===== config.mk =====
export PLATFORM = sky130hd
export DESIGN_NAME = tactile_baseline_touch_detector_core
export DESIGN_NICKNAME = d
export VERILOG_FILES = /design/src/tbtd_pkg.sv /design/src/tbtd_ram.sv /design/src/tbtd_div.sv /design/src/tactile_baseline_touch_detector_core.sv
export VERILOG_INCLUDE_DIRS = /design/src /design/src/src
export SDC_FILE = /design/constraint.sdc
export NUM_CORES = 2
export LEC_CHECK = 0
export BUFFER_PORTS_ARGS = -buffer_cell sky130_fd_sc_hd__buf_2
export CORE_AREA = 8 8 621 623
export DETAILED_ROUTE_END_ITERATION = 7
export DIE_AREA = 0 0 629 631
export GPL_TIMING_DRIVEN = 0
export SYNTH_ARGS = -nofsm -noshare
export SYNTH_HDL_FRONTEND = slang
export SYNTH_SLANG_ARGS = --single-unit

===== constraint.sdc =====
create_clock -name i_clk -period 17.75 [get_ports i_clk]
set_input_delay 4.4375 -clock i_clk [delete_from_list [all_inputs] [get_ports i_clk]]
set_output_delay 4.4375 -clock i_clk [all_outputs]
set_load 0.005 [all_outputs]

===== src/tactile_baseline_touch_detector_core_assert.svh =====
// Assertion macros shared by the tactile touch detector modules.
`ifndef TACTILE_BASELINE_TOUCH_DETECTOR_CORE_ASSERT_SVH
`define TACTILE_BASELINE_TOUCH_DETECTOR_CORE_ASSERT_SVH
`ifndef SYNTH
`define TBTD_ASSERT_IMPL(label, clk, rst_n, ante, cons, msg) \
    label: assert property (@(posedge clk) disable iff (!rst_n) (ante) |-> (cons)) \
        else $error(msg);
`define TBTD_ASSERT_NEXT(label, clk, rst_n, ante, cons, msg) \
    label: assert property (@(posedge clk) disable iff (!rst_n) (ante) |=> (cons)) \
        else $error(msg);
`else
`define TBTD_ASSERT_IMPL(label, clk, rst_n, ante, cons, msg)
`define TBTD_ASSERT_NEXT(label, clk, rst_n, ante, cons, msg)
`endif
`endif


===== src/tbtd_pkg.sv =====
// Types, widths and constants of the tactile touch detector.
package tbtd_pkg;

    localparam int SAMPLE_W    = 8;
    localparam int FRAC_W      = 8;
    localparam int BASE_W      = 16;
    localparam int FRAMES_W    = 10;
    localparam int FTHR_W      = 12;
    localparam int PTHR_W      = 14;
    localparam int PRESS_W     = 23;
    localparam int DEV_W       = BASE_W + 1;
    localparam int QUOT_W      = 16;
    localparam int DIVISOR_W   = 10;
    localparam int NUMER_W     = QUOT_W + DIVISOR_W;
    localparam int NUM_GROUPS  = 16;
    localparam int GROUP_W     = 4;
    localparam int NUM_REGIONS = 6;
    localparam int REGION_W    = 3;
    localparam int CFG_IDX_W   = 2;
    localparam int CFG_DATA_W  = 14;
    localparam int MASK_W      = NUM_REGIONS;

    // Exponential average: new = (19*old + sample + 10) / 20.
    localparam logic [DIVISOR_W-1:0] EMA_MULT  = 10'd19;
    localparam logic [DIVISOR_W-1:0] EMA_DIV   = 10'd20;
    localparam logic [DIVISOR_W-1:0] EMA_ROUND = 10'd10;

    localparam logic [FRAMES_W-1:0] CALIB_FRAMES_RST = 10'd100;
    localparam logic [FTHR_W-1:0]   FINGER_THR_RST   = 12'd50;
    localparam logic [PTHR_W-1:0]   PALM_THR_RST     = 14'd20;

    localparam logic signed [PRESS_W-1:0] PRESS_MAX = 23'sh3FFFFF;
    localparam logic signed [PRESS_W-1:0] PRESS_MIN = 23'sh400000;

    typedef enum logic [CFG_IDX_W-1:0] {
        CFG_CALIB_FRAMES = 2'd0,
        CFG_FINGER_THR   = 2'd1,
        CFG_PALM_THR     = 2'd2
    } t_cfg_idx;

    typedef enum logic [REGION_W-1:0] {
        RG_THUMB  = 3'd0,
        RG_INDEX  = 3'd1,
        RG_MIDDLE = 3'd2,
        RG_RING   = 3'd3,
        RG_LITTLE = 3'd4,
        RG_PALM   = 3'd5,
        RG_NONE   = 3'd6
    } t_region;

    typedef enum logic [2:0] {
        ST_CLR  = 3'd0,
        ST_IDLE = 3'd1,
        ST_RD   = 3'd2,
        ST_LD   = 3'd3,
        ST_DIV  = 3'd4,
        ST_FIN  = 3'd5
    } t_state;

    typedef struct packed {
        logic                 start;
        logic [NUMER_W-1:0]   numer;
        logic [DIVISOR_W-1:0] divisor;
    } t_div_req;

    // Taxel groups arrive as index, middle, ring, little, thumb, three empty,
    // four palm and four empty groups.
    function automatic t_region region_of(input logic [GROUP_W-1:0] grp);
        t_region r;
        case (grp)
            4'd0:    r = RG_INDEX;
            4'd1:    r = RG_MIDDLE;
            4'd2:    r = RG_RING;
            4'd3:    r = RG_LITTLE;
            4'd4:    r = RG_THUMB;
            4'd8:    r = RG_PALM;
            4'd9:    r = RG_PALM;
            4'd10:   r = RG_PALM;
            4'd11:   r = RG_PALM;
            default: r = RG_NONE;
        endcase
        return r;
    endfunction

endpackage


===== src/tbtd_ram.sv =====
// Generic single-port-write, single-port-read RAM with registered read data.
module tbtd_ram #(
    parameter int WIDTH = 16,
    parameter int DEPTH = 192
) (
    input  logic                     i_clk,
    input  logic                     i_we,
    input  logic [$clog2(DEPTH)-1:0] i_waddr,
    input  logic [WIDTH-1:0]         i_wdata,
    input  logic                     i_re,
    input  logic [$clog2(DEPTH)-1:0] i_raddr,
    output logic [WIDTH-1:0]         o_rdata
);

    logic [WIDTH-1:0] r_mem [DEPTH];
    logic [WIDTH-1:0] r_rdata;

    always_ff @(posedge i_clk) begin
        if (i_we) begin
            r_mem[i_waddr] <= i_wdata;
        end
        if (i_re) begin
            r_rdata <= r_mem[i_raddr];
        end
    end

    assign o_rdata = r_rdata;

endmodule


===== src/tbtd_div.sv =====
// Restoring divider, one quotient bit per cycle, for baseline averaging.
`include "tactile_baseline_touch_detector_core_assert.svh"

module tbtd_div (
    input  logic                               i_clk,
    input  logic                               i_rst_n,
    input  tbtd_pkg::t_div_req                 i_req,
    output logic                               o_done,
    output logic [tbtd_pkg::QUOT_W-1:0]        o_quot
);

    localparam int CNT_W = $clog2(tbtd_pkg::QUOT_W);

    logic                              r_busy;
    logic                              r_done;
    logic [CNT_W-1:0]                  r_cnt;
    logic [tbtd_pkg::DIVISOR_W-1:0]    r_rem;
    logic [tbtd_pkg::DIVISOR_W-1:0]    r_div;
    logic [tbtd_pkg::QUOT_W-1:0]       r_shift;

    logic [tbtd_pkg::DIVISOR_W:0]      w_trial;
    logic [tbtd_pkg::DIVISOR_W:0]      w_diff;
    logic                              w_ge;

    // The quotient is known to fit 16 bits, so the top numerator bits start
    // below the divisor and the remainder never needs more than its width.
    assign w_trial = {r_rem, r_shift[tbtd_pkg::QUOT_W-1]};
    assign w_ge    = (w_trial >= {1'b0, r_div});
    assign w_diff  = w_trial - {1'b0, r_div};

    always_ff @(posedge i_clk) begin
        if (!i_rst_n) begin
            r_busy <= 1'b0;
            r_done <= 1'b0;
            r_cnt  <= '0;
        end else begin
            r_done <= 1'b0;
            if (i_req.start) begin
                r_busy <= 1'b1;
                r_cnt  <= '0;
            end else if (r_busy) begin
                r_cnt <= r_cnt + CNT_W'(1);
                if (r_cnt == CNT_W'(tbtd_pkg::QUOT_W - 1)) begin
                    r_busy <= 1'b0;
                    r_done <= 1'b1;
                end
            end
        end
    end

    always_ff @(posedge i_clk) begin
        if (i_req.start) begin
            r_rem   <= i_req.numer[tbtd_pkg::NUMER_W-1:tbtd_pkg::QUOT_W];
            r_shift <= i_req.numer[tbtd_pkg::QUOT_W-1:0];
            r_div   <= i_req.divisor;
        end else if (r_busy) begin
            r_rem   <= w_ge ? w_diff[tbtd_pkg::DIVISOR_W-1:0]
                            : w_trial[tbtd_pkg::DIVISOR_W-1:0];
            r_shift <= {r_shift[tbtd_pkg::QUOT_W-2:0], w_ge};
        end
    end

    assign o_done = r_done;
    assign o_quot = r_shift;

    `TBTD_ASSERT_IMPL(a_div_no_restart, i_clk, i_rst_n, i_req.start, !r_busy, "divider restarted while busy")

endmodule


===== src/tactile_baseline_touch_detector_core.sv =====
// Top level of the tactile touch detector with per-taxel baseline tracking.
// Takes one taxel sample per word, GROUP_SIZE*16 taxels to a frame, and
// returns one result word per frame on the word carrying tlast. Baselines
// live in one RAM of GROUP_SIZE*16 entries of 8.8 fixed point, read,
// updated and written back for each sample. A sample within the frame
// passes through a RAM read, a multiply, the bit-serial divider that forms
// both the calibration mean and the 0.95/0.05 average, a write-back and a
// finishing state before the next can be accepted. A sample beyond the
// frame length goes straight to the finishing state. After reset a clearing
// pass over all GROUP_SIZE*16 entries zeroes the baselines, during which no
// word is accepted; configuration writes are taken at any time. A frame
// result waits in an output register, so the next frame's samples are taken
// while it is held; the block only stalls at the end of a frame if the
// previous result has still not been taken.
`include "tactile_baseline_touch_detector_core_assert.svh"

module tactile_baseline_touch_detector_core #(
    parameter int GROUP_SIZE = 12
) (
    input  logic                              i_clk,
    input  logic                              i_rst_n,
    // Configuration write port
    input  logic                              i_cfg_we,
    input  logic [tbtd_pkg::CFG_IDX_W-1:0]    i_cfg_idx,
    input  logic [tbtd_pkg::CFG_DATA_W-1:0]   i_cfg_data,
    // Sample stream
    input  logic                              s_axis_tvalid,
    output logic                              s_axis_tready,
    input  logic [7:0]                        s_axis_tdata,  // [7:0] sample
    input  logic                              s_axis_tlast,  // last_of_frame
    // Result stream
    output logic                              m_axis_tvalid,
    input  logic                              m_axis_tready,
    // [22:0] thumb_press, [45:23] index_press, [68:46] middle_press,
    // [91:69] ring_press, [114:92] little_press, [137:115] palm_press,
    // [143:138] touch_mask
    output logic [143:0]                      m_axis_tdata,
    output logic [1:0]                        m_axis_tuser   // [0] calibrating, [1] frame_error
);

    localparam int TOTAL  = GROUP_SIZE * tbtd_pkg::NUM_GROUPS;
    localparam int ADDR_W = $clog2(TOTAL);
    localparam int POS_W  = $clog2(TOTAL + 1);
    localparam int IN_W   = $clog2(GROUP_SIZE);
    localparam int PW     = tbtd_pkg::PRESS_W;
    localparam int NR     = tbtd_pkg::NUM_REGIONS;

    tbtd_pkg::t_state                   r_state;
    tbtd_pkg::t_state                   n_state;

    logic [tbtd_pkg::FRAMES_W-1:0]      r_calib_frames;
    logic [tbtd_pkg::FTHR_W-1:0]        r_finger_thr;
    logic [tbtd_pkg::PTHR_W-1:0]        r_palm_thr;

    logic [POS_W-1:0]                   r_pos;
    logic [tbtd_pkg::GROUP_W-1:0]       r_grp;
    logic [IN_W-1:0]                    r_in_grp;
    logic [tbtd_pkg::FRAMES_W-1:0]      r_frames;
    logic                               r_len_bad;
    logic signed [PW-1:0]               r_sum [NR];

    logic [tbtd_pkg::SAMPLE_W-1:0]      r_sample;
    logic                               r_last;
    logic [tbtd_pkg::NUMER_W-1:0]       r_prod;
    logic [tbtd_pkg::DIVISOR_W-1:0]     r_divisor;
    logic [tbtd_pkg::DIVISOR_W-1:0]     r_round;

    logic                               r_out_valid;
    logic signed [PW-1:0]               r_out_press [NR];
    logic [tbtd_pkg::MASK_W-1:0]        r_out_mask;
    logic                               r_out_calib;
    logic                               r_out_err;

    logic                               w_in_acc;
    logic                               w_pos_ok;
    logic                               w_calib;
    logic [tbtd_pkg::FRAMES_W-1:0]      w_n;
    logic [tbtd_pkg::DIVISOR_W-1:0]     w_mult;
    logic                               w_out_busy;
    logic                               w_frame_bad;
    logic                               w_fin_load;
    logic                               w_clr_end;

    logic                               w_mem_we;
    logic                               w_mem_re;
    logic [tbtd_pkg::BASE_W-1:0]        w_mem_wdata;
    logic [tbtd_pkg::BASE_W-1:0]        w_rdata;
    tbtd_pkg::t_div_req                 w_div_req;
    logic                               w_div_done;
    logic [tbtd_pkg::QUOT_W-1:0]        w_quot;

    tbtd_pkg::t_region                  w_region;
    logic signed [tbtd_pkg::DEV_W-1:0]  w_dev;
    logic signed [PW:0]                 w_acc;
    logic signed [PW-1:0]               w_acc_sat;

    logic signed [PW-1:0]               w_press [NR];
    logic [tbtd_pkg::MASK_W-1:0]        w_mask;

    assign w_in_acc    = s_axis_tvalid && s_axis_tready;
    assign w_pos_ok    = (r_pos < POS_W'(TOTAL));
    assign w_calib     = (r_frames < r_calib_frames);
    assign w_n         = r_frames + tbtd_pkg::FRAMES_W'(1);
    assign w_mult      = w_calib ? r_frames : tbtd_pkg::EMA_MULT;
    assign w_out_busy  = r_out_valid && !m_axis_tready;
    assign w_frame_bad = r_len_bad || (r_pos != POS_W'(TOTAL));
    assign w_clr_end   = (r_pos == POS_W'(TOTAL - 1));

    // ---------------------------------------------------------------- FSM
    always_comb begin
        n_state = r_state;
        case (r_state)
            tbtd_pkg::ST_CLR: begin
                if (w_clr_end) begin
                    n_state = tbtd_pkg::ST_IDLE;
                end
            end
            tbtd_pkg::ST_IDLE: begin
                if (w_in_acc) begin
                    n_state = w_pos_ok ? tbtd_pkg::ST_RD : tbtd_pkg::ST_FIN;
                end
            end
            tbtd_pkg::ST_RD:  n_state = tbtd_pkg::ST_LD;
            tbtd_pkg::ST_LD:  n_state = tbtd_pkg::ST_DIV;
            tbtd_pkg::ST_DIV: begin
                if (w_div_done) begin
                    n_state = tbtd_pkg::ST_FIN;
                end
            end
            tbtd_pkg::ST_FIN: begin
                if (!r_last || !w_out_busy) begin
                    n_state = tbtd_pkg::ST_IDLE;
                end
            end
            default: n_state = tbtd_pkg::ST_IDLE;
        endcase
    end

    always_comb begin
        s_axis_tready     = 1'b0;
        w_mem_we          = 1'b0;
        w_mem_re          = 1'b0;
        w_mem_wdata       = w_quot;
        w_div_req.start   = 1'b0;
        w_fin_load        = 1'b0;
        case (r_state)
            tbtd_pkg::ST_CLR: begin
                w_mem_we    = 1'b1;
                w_mem_wdata = '0;
            end
            tbtd_pkg::ST_IDLE: begin
                s_axis_tready = 1'b1;
                w_mem_re      = s_axis_tvalid && w_pos_ok;
            end
            tbtd_pkg::ST_LD: begin
                w_div_req.start = 1'b1;
            end
            tbtd_pkg::ST_DIV: begin
                w_mem_we = w_div_done;
            end
            tbtd_pkg::ST_FIN: begin
                w_fin_load = r_last && !w_out_busy;
            end
            default: begin
                s_axis_tready = 1'b0;
            end
        endcase
    end

    assign w_div_req.numer = r_prod
                           + tbtd_pkg::NUMER_W'({r_sample, {tbtd_pkg::FRAC_W{1'b0}}})
                           + tbtd_pkg::NUMER_W'(r_round);
    assign w_div_req.divisor = r_divisor;

    // ------------------------------------------------------------ storage
    tbtd_ram #(
        .WIDTH (tbtd_pkg::BASE_W),
        .DEPTH (TOTAL)
    ) u_baseline_ram (
        .i_clk   (i_clk),
        .i_we    (w_mem_we),
        .i_waddr (r_pos[ADDR_W-1:0]),
        .i_wdata (w_mem_wdata),
        .i_re    (w_mem_re),
        .i_raddr (r_pos[ADDR_W-1:0]),
        .o_rdata (w_rdata)
    );

    tbtd_div u_div (
        .i_clk   (i_clk),
        .i_rst_n (i_rst_n),
        .i_req   (w_div_req),
        .o_done  (w_div_done),
        .o_quot  (w_quot)
    );

    // ------------------------------------------------ region accumulation
    assign w_region = tbtd_pkg::region_of(r_grp);
    assign w_dev    = $signed({1'b0, r_sample, {tbtd_pkg::FRAC_W{1'b0}}})
                    - $signed({1'b0, w_rdata});

    always_comb begin
        w_acc = (PW + 1)'(r_sum[w_region]) + (PW + 1)'(w_dev);
        if (w_acc[PW] != w_acc[PW-1]) begin
            w_acc_sat = w_acc[PW] ? tbtd_pkg::PRESS_MIN : tbtd_pkg::PRESS_MAX;
        end else begin
            w_acc_sat = w_acc[PW-1:0];
        end
    end

    // Negation of the most negative sum is the only case that saturates.
    always_comb begin : press_calc
        logic signed [PW-1:0] thr;
        for (int i = 0; i < NR; i++) begin
            if (r_sum[i] == tbtd_pkg::PRESS_MIN) begin
                w_press[i] = tbtd_pkg::PRESS_MAX;
            end else begin
                w_press[i] = -r_sum[i];
            end
            if (i == int'(tbtd_pkg::RG_PALM)) begin
                thr = $signed(PW'({r_palm_thr, {tbtd_pkg::FRAC_W{1'b0}}}));
            end else begin
                thr = $signed(PW'({r_finger_thr, {tbtd_pkg::FRAC_W{1'b0}}}));
            end
            w_mask[i] = (w_press[i] > thr);
        end
    end

    // ------------------------------------------------------ control state
    always_ff @(posedge i_clk) begin
        if (!i_rst_n) begin
            r_state        <= tbtd_pkg::ST_CLR;
            r_calib_frames <= tbtd_pkg::CALIB_FRAMES_RST;
            r_finger_thr   <= tbtd_pkg::FINGER_THR_RST;
            r_palm_thr     <= tbtd_pkg::PALM_THR_RST;
            r_pos          <= '0;
            r_grp          <= '0;
            r_in_grp       <= '0;
            r_frames       <= '0;
            r_len_bad      <= 1'b0;
            r_out_valid    <= 1'b0;
            for (int i = 0; i < NR; i++) begin
                r_sum[i] <= '0;
            end
        end else begin
            r_state <= n_state;

            if (i_cfg_we) begin
                if (i_cfg_idx == tbtd_pkg::CFG_CALIB_FRAMES) begin
                    r_calib_frames <= i_cfg_data[tbtd_pkg::FRAMES_W-1:0];
                end else if (i_cfg_idx == tbtd_pkg::CFG_FINGER_THR) begin
                    r_finger_thr <= i_cfg_data[tbtd_pkg::FTHR_W-1:0];
                end else if (i_cfg_idx == tbtd_pkg::CFG_PALM_THR) begin
                    r_palm_thr <= i_cfg_data[tbtd_pkg::PTHR_W-1:0];
                end
            end

            if (r_state == tbtd_pkg::ST_CLR) begin
                r_pos <= w_clr_end ? '0 : r_pos + POS_W'(1);
            end

            if (w_in_acc && !w_pos_ok) begin
                r_len_bad <= 1'b1;
            end

            if (r_state == tbtd_pkg::ST_RD && !w_calib
                    && w_region != tbtd_pkg::RG_NONE) begin
                r_sum[w_region] <= w_acc_sat;
            end

            if (r_state == tbtd_pkg::ST_DIV && w_div_done) begin
                r_pos <= r_pos + POS_W'(1);
                if (r_in_grp == IN_W'(GROUP_SIZE - 1)) begin
                    r_in_grp <= '0;
                    r_grp    <= r_grp + tbtd_pkg::GROUP_W'(1);
                end else begin
                    r_in_grp <= r_in_grp + IN_W'(1);
                end
            end

            if (m_axis_tready) begin
                r_out_valid <= 1'b0;
            end

            if (w_fin_load) begin
                r_out_valid <= 1'b1;
                r_pos       <= '0;
                r_grp       <= '0;
                r_in_grp    <= '0;
                r_len_bad   <= 1'b0;
                if (w_calib && !w_frame_bad) begin
                    r_frames <= r_frames + tbtd_pkg::FRAMES_W'(1);
                end
                for (int i = 0; i < NR; i++) begin
                    r_sum[i] <= '0;
                end
            end
        end
    end

    // ------------------------------------------------------------ payload
    always_ff @(posedge i_clk) begin
        if (w_in_acc) begin
            r_sample <= s_axis_tdata[tbtd_pkg::SAMPLE_W-1:0];
            r_last   <= s_axis_tlast;
        end
        if (r_state == tbtd_pkg::ST_RD) begin
            r_prod    <= tbtd_pkg::NUMER_W'(w_rdata) * tbtd_pkg::NUMER_W'(w_mult);
            r_divisor <= w_calib ? w_n : tbtd_pkg::EMA_DIV;
            r_round   <= w_calib ? (w_n >> 1) : tbtd_pkg::EMA_ROUND;
        end
        if (w_fin_load) begin
            r_out_calib <= w_calib;
            r_out_err   <= w_frame_bad;
            for (int i = 0; i < NR; i++) begin
                r_out_press[i] <= (w_frame_bad || w_calib) ? '0 : w_press[i];
            end
            r_out_mask <= (w_frame_bad || w_calib) ? '0 : w_mask;
        end
    end

    assign m_axis_tvalid = r_out_valid;
    assign m_axis_tdata  = {r_out_mask,
                            r_out_press[tbtd_pkg::RG_PALM],
                            r_out_press[tbtd_pkg::RG_LITTLE],
                            r_out_press[tbtd_pkg::RG_RING],
                            r_out_press[tbtd_pkg::RG_MIDDLE],
                            r_out_press[tbtd_pkg::RG_INDEX],
                            r_out_press[tbtd_pkg::RG_THUMB]};
    assign m_axis_tuser  = {r_out_err, r_out_calib};

    `TBTD_ASSERT_IMPL(a_pos_range, i_clk, i_rst_n, 1'b1, r_pos <= POS_W'(TOTAL), "taxel position beyond frame length")
    `TBTD_ASSERT_IMPL(a_done_in_div, i_clk, i_rst_n, w_div_done, r_state == tbtd_pkg::ST_DIV, "divider result outside divide phase")
    `TBTD_ASSERT_IMPL(a_no_ram_clash, i_clk, i_rst_n, w_mem_we, !w_mem_re, "baseline read and write in the same cycle")
    `TBTD_ASSERT_NEXT(a_frame_restart, i_clk, i_rst_n, w_fin_load, r_pos == '0 && !r_len_bad, "frame state not cleared after result")

endmodule

# Word level (Yosys, flattened, before mapping)
# Memory sizes are Yosys's and may differ from the RTL's. A register that Yosys moved wholly into a read port is not among the register bits.
# Cells that the tools add are included.
word_totals:
  register_bits: 172
  ram_bits: 3348
  input_bits: 30
  mem_bits_ro: 48
  memories: 4
memory_table:
  columns: ["memory", "depth", "word_bits", "read_ports", "rd_ports_with_merged_regs", "write_ports", "line_no", "text"]
  rows:
  - ["u_baseline_ram.r_mem", 192, 16, 1, 1, 1, "tbtd_ram.sv:15", "logic [WIDTH-1:0] r_mem [DEPTH];"]
  - ["r_out_press", 6, 23, 6, 0, 6, "tactile_baseline_touch_detector_core.sv:69", "logic signed [PW-1:0] r_out_press [NR];"]
  - ["r_sum", 6, 23, 7, 0, 6, "tactile_baseline_touch_detector_core.sv:60", "logic signed [PW-1:0] r_sum [NR];"]
  - ["(no name shown)", 16, 3, 1, 1, 0, "tbtd_pkg.sv:70", "case (grp)"]
op_classes:
  mux: 63
  add_sub_neg: 16
  reduce_logical: 33
  eq_ne: 23
  n_bitwise: 10
  order_cmp: 9
  mul: 1
ops:
  columns: ["op", "count"]
  rows:
  - ["$mux W23", 21]
  - ["$eq A23 B23 Y1 const B", 6]
  - ["$neg A23 Y23", 6]
  - ["$gt A23 B21 Y1", 5]
  - ["$mux W16", 3]
  - ["$mux W10", 4]
  - ["$add A26 B10 Y26", 1]
  - ["$add A26 B16 Y26", 1]
  - ["$mul A16 B10 Y26", 1]
  - ["$add A23 B17 Y24", 1]
  - ["$mux W8", 3]
  - ["$gt A23 B23 Y1", 1]
  - ["$reduce_or A23 Y1", 1]
  - ["$mux W1", 21]
  - ["$mux W3", 6]
  - ["$pmux W3 S6", 1]
  - ["$sub A16 B16 Y17", 1]
  - ["$add A4 B1 Y4 const B", 3]
  - ["$mux W4", 3]
  - ["$ge A11 B10 Y1", 1]
  - ["$add A10 B1 Y10 const B", 1]
  - ["$lt A10 B10 Y1", 1]
  - ["$sub A10 B10 Y10", 1]
  - ["$logic_and A1 B1 Y1", 9]
  - ["other kinds (27)", 53]

# Logic depth before layout (Yosys ltp)
logic_depth:
  word_depth: 10
  depth_mapped: 33
  mapped_depth_nobuf: 31

# Cells and area by module
# From an unflattened synthesis, not the netlist that was laid out.
hier_totals:
  hier_cells: 8214
  area_unflattened_um2: 150843.4
modules_own_cells:
  columns: ["mod", "cells_each", "instances", "area_per_inst_um2"]
  rows:
  - ["tbtd_ram", 4937, 1, 118416.1]
  - ["tactile_baseline_touch_detector_core", 3093, 1, 30191.5]
  - ["tbtd_div", 184, 1, 2235.9]

# Worst setup path before layout
# Ideal clock, no wire load.
synth_timing:
  path_kind: "in2reg"
  startpoint: "input port m_axis_tready"
  endpoint: "memory r_sum[0][0] (netlist name), enable pin"
  path_slack_ns: 4.545
  arrival_ns: 12.820
  cell_stages: 4
  path_cell_list: "nor2b_1 -> nor2_1 -> nor2_1 -> nand2_1"
synth_rtl:
  columns: ["element", "line_no", "text"]
  rows:
  - ["from (decl)", "tactile_baseline_touch_detector_core.sv:33", "input logic m_axis_tready,"]
  - ["to (decl)", "tactile_baseline_touch_detector_core.sv:60", null]

# Worst setup path after layout
layout_timing:
  startpoint: "register r_calib_frames[1] (netlist name)"
  endpoint: "register r_prod[24] (netlist name), data pin"
layout_via:
  elab_chain_cells: 3
layout_rtl:
  columns: ["element", "line_no", "text"]
  rows:
  - ["from (decl)", "tactile_baseline_touch_detector_core.sv:51", "logic [tbtd_pkg::FRAMES_W-1:0] r_calib_frames;"]
  - ["from (signal assigned)", "tactile_baseline_touch_detector_core.sv:233", "r_calib_frames <= tbtd_pkg::CALIB_FRAMES_RST;"]
  - ["from (signal assigned)", "tactile_baseline_touch_detector_core.sv:250", "r_calib_frames <= i_cfg_data[tbtd_pkg::FRAMES_W-1:0];"]
  - ["$lt A10 B10 Y1", "tactile_baseline_touch_detector_core.sv:102", "assign w_calib = (r_frames < r_calib_frames);"]
  - ["$mux W10", "tactile_baseline_touch_detector_core.sv:104", "assign w_mult = w_calib ? r_frames : tbtd_pkg::EMA_MULT;"]
  - ["$mul A16 B10 Y26", "tactile_baseline_touch_detector_core.sv:308", "r_prod <= tbtd_pkg::NUMER_W'(w_rdata) * tbtd_pkg::NUMER_W'(w_mult);"]
  - ["to (signal assigned)", "tactile_baseline_touch_detector_core.sv:308", null]
  - ["to (decl)", "tactile_baseline_touch_detector_core.sv:64", "logic [tbtd_pkg::NUMER_W-1:0] r_prod;"]
# Every way passes these cells.
# A chain may end at the register's enable or synchronous reset.

==> results by group <==
Logic synthesis
  • Synth cell types: 81
  • Main flop type after synthesis: edfxtp_1
  • EDFF count, synth: 3499
  • Seq/Total Area, Yosys: 71.2%
  • Synth top area share: 70.2%
  • Most area-hungry cell type in the Yosys netlist: edfxtp_1
  • Synthesized instance count: 7961
  • Seq cells post-synth: 3575
  • Avg Inst Size Synth: between 15 and 20 um^2
  • Ranking of synthesized cells by area: edfxtp_1, mux4_2, ha_1
  • Post-Synthesis Cell Area: 150000 um^2
  • Synth async-reset ratio: 0%
  • YS warnings: 0

Clocking
  • Worst skew pair latency: ~1000 ps
  • CTS Hold Buffers Added: 0
  • CTS clk-pin slew, worst paths: 60 ps
  • Cts bufs inserted: 376
  • CTS tree: built
  • CTS HTree Levels: 5
  • Post-CTS sizing: 0
  • CTS Buffer Depth: 4
  • Clock sinks: 3575
  • Root Driver: clkbuf_16
  • Setup Fix Bufs, Post-CTS: 0

Worst setup path
  • Worst Path Required: around 18000 ps
  • Max incr delay on CP: 740 ps
  • Cell mode on critical path: inv_1
  • Delay-heaviest family, CP: compound AO/OA/AOI/OAI gates
  • Crit path buf inv count: 7
  • Crit path kind: register to register
  • Critical path startpoint category: register
  • FF-to-FF path depth: 31
  • CP Max Fanout: 10
  • CP arrival: 9830 ps
  • Worst r2r src: r_calib_frames[1]$_SDFFE_PN0P_
  • CP max stage cell: a221oi_1
  • Element type at the critical path end: register
  • Critical path startpoint: r_calib_frames[1]$_SDFFE_PN0P_
  • Crit. path cell count: 31

Power
  • Max IR drop VDD: 0.0978 mV
  • Total power per unit cell area: 103 nW/um^2
  • Power Total: 17.9 mW
  • P_leak: about 50 nW

STA
  • Clock Skew: 150 ps
  • Final setup TNS: 0 ps
  • RSZ-0062 raised after global routing: false
  • Setup violators final: 0
  • Fmax: 0.108 GHz
  • Worst Tran Pin Value: between 1500 and 2000 ps
  • Setup ws final: 8520 ps
  • Slew headroom: -11.9%
  • Final number of hold-violating endpoints: 0
  • Final Slew Violations: between 150 and 200
  • Post-layout min period: 9230 ps
  • Final period util: 52.0%

Cells and area
  • # nets final: 9114
  • Fillers: 31600
  • Seq. cell area: ~110000 um^2
  • Layout Utilization: 46.3%
  • Fraction of layout cells with a size suffix above 1: 25.7%
  • Footprint of the multi-input gates: roughly 42000 um^2
  • Commonest non-fill, non-tap cell in the layout: edfxtp_1
  • Commonest non-fill, non-tap cells in the layout: edfxtp_1, mux4_2, clkbuf_16
  • Area grow syn2layout: 16.5%

Routing
  • Drt first-iter violations: between 10000 and 15000
  • Drt first pass iters: 8
  • Detail Route Antenna Nets: 0
  • Via count: 85300
  • WL/cell: 36.1 um
  • Vias/cell: 6.05
  • DRC viols: 0
  • Drt total wl: about 510000 um

Die
  • Top Ports: 178
  • Die area: around 400000 um^2
  • Core Area: between 300000 and 400000 um^2
  • Die Y: around 630 um
  • Row count: approximately 230
  • Initial Util: 39.7%
  • Die W: roughly 630 um

Placement
  • Routability congestion estimate from global placement: 0.941
  • Dpl ws: 8670 ps
  • Final HPWL DP: 350000 um
  • Port Buf Inserts: 177

Hold path
  • Hold path cells: 0
  • Hold path start: r_divisor[0]$_SDFFCE_PP0P_
  • Hold Crit Class: register to register

Global route
  • Antenna violations before repair: 28
  • Vias in the first global route: 83900
  • GR Overflow Total: 0
  • Tot GR Track Use: between 20% and 30%
  • Global-route wire length before repair: 686000 um
  • Largest net degree at the start of global routing: 59

Status
  • Failing checks: capacitance limit, slew limit
  • Status: finished, violations left

Flow run
  • Max_cap viols: 18
-- state kept, by name, indices dropped and copies added (netlist names), 4 cells and up --
register / flops
r_calib_frames: 10
r_divisor: 10
r_finger_thr: 12
r_frames: 10
r_grp: 4
r_in_grp: 4
r_out_mask: 6
r_out_press: 138
r_palm_thr: 14
r_pos: 8
r_prod: 26
r_sample: 8
r_sum: 184
u_baseline_ram.o_rdata: 16
u_baseline_ram.r_mem: 3072
u_div.o_quot: 16
u_div.r_cnt: 4
u_div.r_div: 10
u_div.r_rem: 10
-- report_power, final --
group          total (mW)  switching [mW]  internal, mW
clock                7.87            3.41          4.46
sequential           9.21          0.0412          9.17
combinational       0.852           0.611         0.240
-- kinds of logic (layout without fill, tap and decap cells) --
| logic type | after synthesis | count (layout) | synth area share, % |
|---|---|---|---|
| other | 1 | 40 | 0.00251 |
| adders and majority gates | 347 | 347 | 3.47 |
| DFF | 3575 | 3575 | 71.2 |
| and+or+nand+nor | 1520 | 1520 | 4.80 |
| buffers and inverters | 661 | 1731 | 1.74 |
| AOI/OAI and AO/OA | 642 | 642 | 2.66 |
| muxes | 1012 | 1012 | 14.9 |
| xor gates and xnor gates | 203 | 203 | 1.19 |
-- metal layers --
metal,vias to the layer above,global-route usage [%],part of all wire (%)
met3,1156,7.55,12
met2,5392,39.5,46
met5,-,0.362,0.11
met4,26,12.1,6.0
met1,45100,31.2,36
li1,33600,-,-
-- area by class of cell --
cell class / count / share of cell area [%]
multi-input combinational: 3747 / 24.0
inverter: 245 / 0.527
tap: 5016 / 3.60
clock buffer: 452 / 5.59
timing repair buffer: 376 / 2.75
buffer: 416 / 1.02
antenna: 17 / 0.0244
sequential: 3575 / 61.1
clock inverter: 242 / 1.41
-- worst register-to-register path: cells and delay by family, from the launching register on --
family                     cells  cell delay [ps]
adders and majority gates      7             2890
and+or+nand+nor                5              980
AOI/OAI and AO/OA             11             2970
buffers and inverters          7             1410
xor gates and xnor gates       1              160
DFF                            1              500
-- final timing paths --
kind | to | slack (ps)
min reg2reg | u_div.r_div[0]$_DFFE_PP_ | 450
min | u_div.r_div[0]$_DFFE_PP_ | 450
max reg2reg | r_prod[24]$_DFFE_PP_ | 8520
max | r_prod[24]$_DFFE_PP_ | 8520
-- cell usage after synthesis (11+ instances only) --
cell type	count
nor4_1	43
o211ai_1	17
and3_1	83
ha_1	233
or2_2	24
a22oi_1	53
o21a_1	28
o21bai_1	11
edfxtp_1	3499
dfxtp_1	76
nor3_1	79
nand4_1	44
nand2_1	377
or4_1	14
o21ai_0	97
or3_1	23
a21o_1	32
and2_1	78
nor2_1	542
mux4_2	976
o31ai_1	14
nand3_1	68
nor2b_1	60
a21oi_1	230
buf_2	78
buf_1	65
o22ai_1	78
mux2i_1	28
xnor2_1	114
a211oi_1	16
xor2_1	89
inv_1	243
a31oi_1	15
fa_1	114
nand2b_1	37
clkbuf_1	269
-- stage by stage --
stage	area [um^2]	hold WS (ps)	std cells
2_1_floorplan	150000	400	7983
3_3_place_gp	157000	451	13200
3_5_place_dp	162000	453	13400
4_1_cts	174000	462	14100
5_1_grt	174000	460	14100
6_report	174000	454	14100
(Power assumes the default switching activity.)
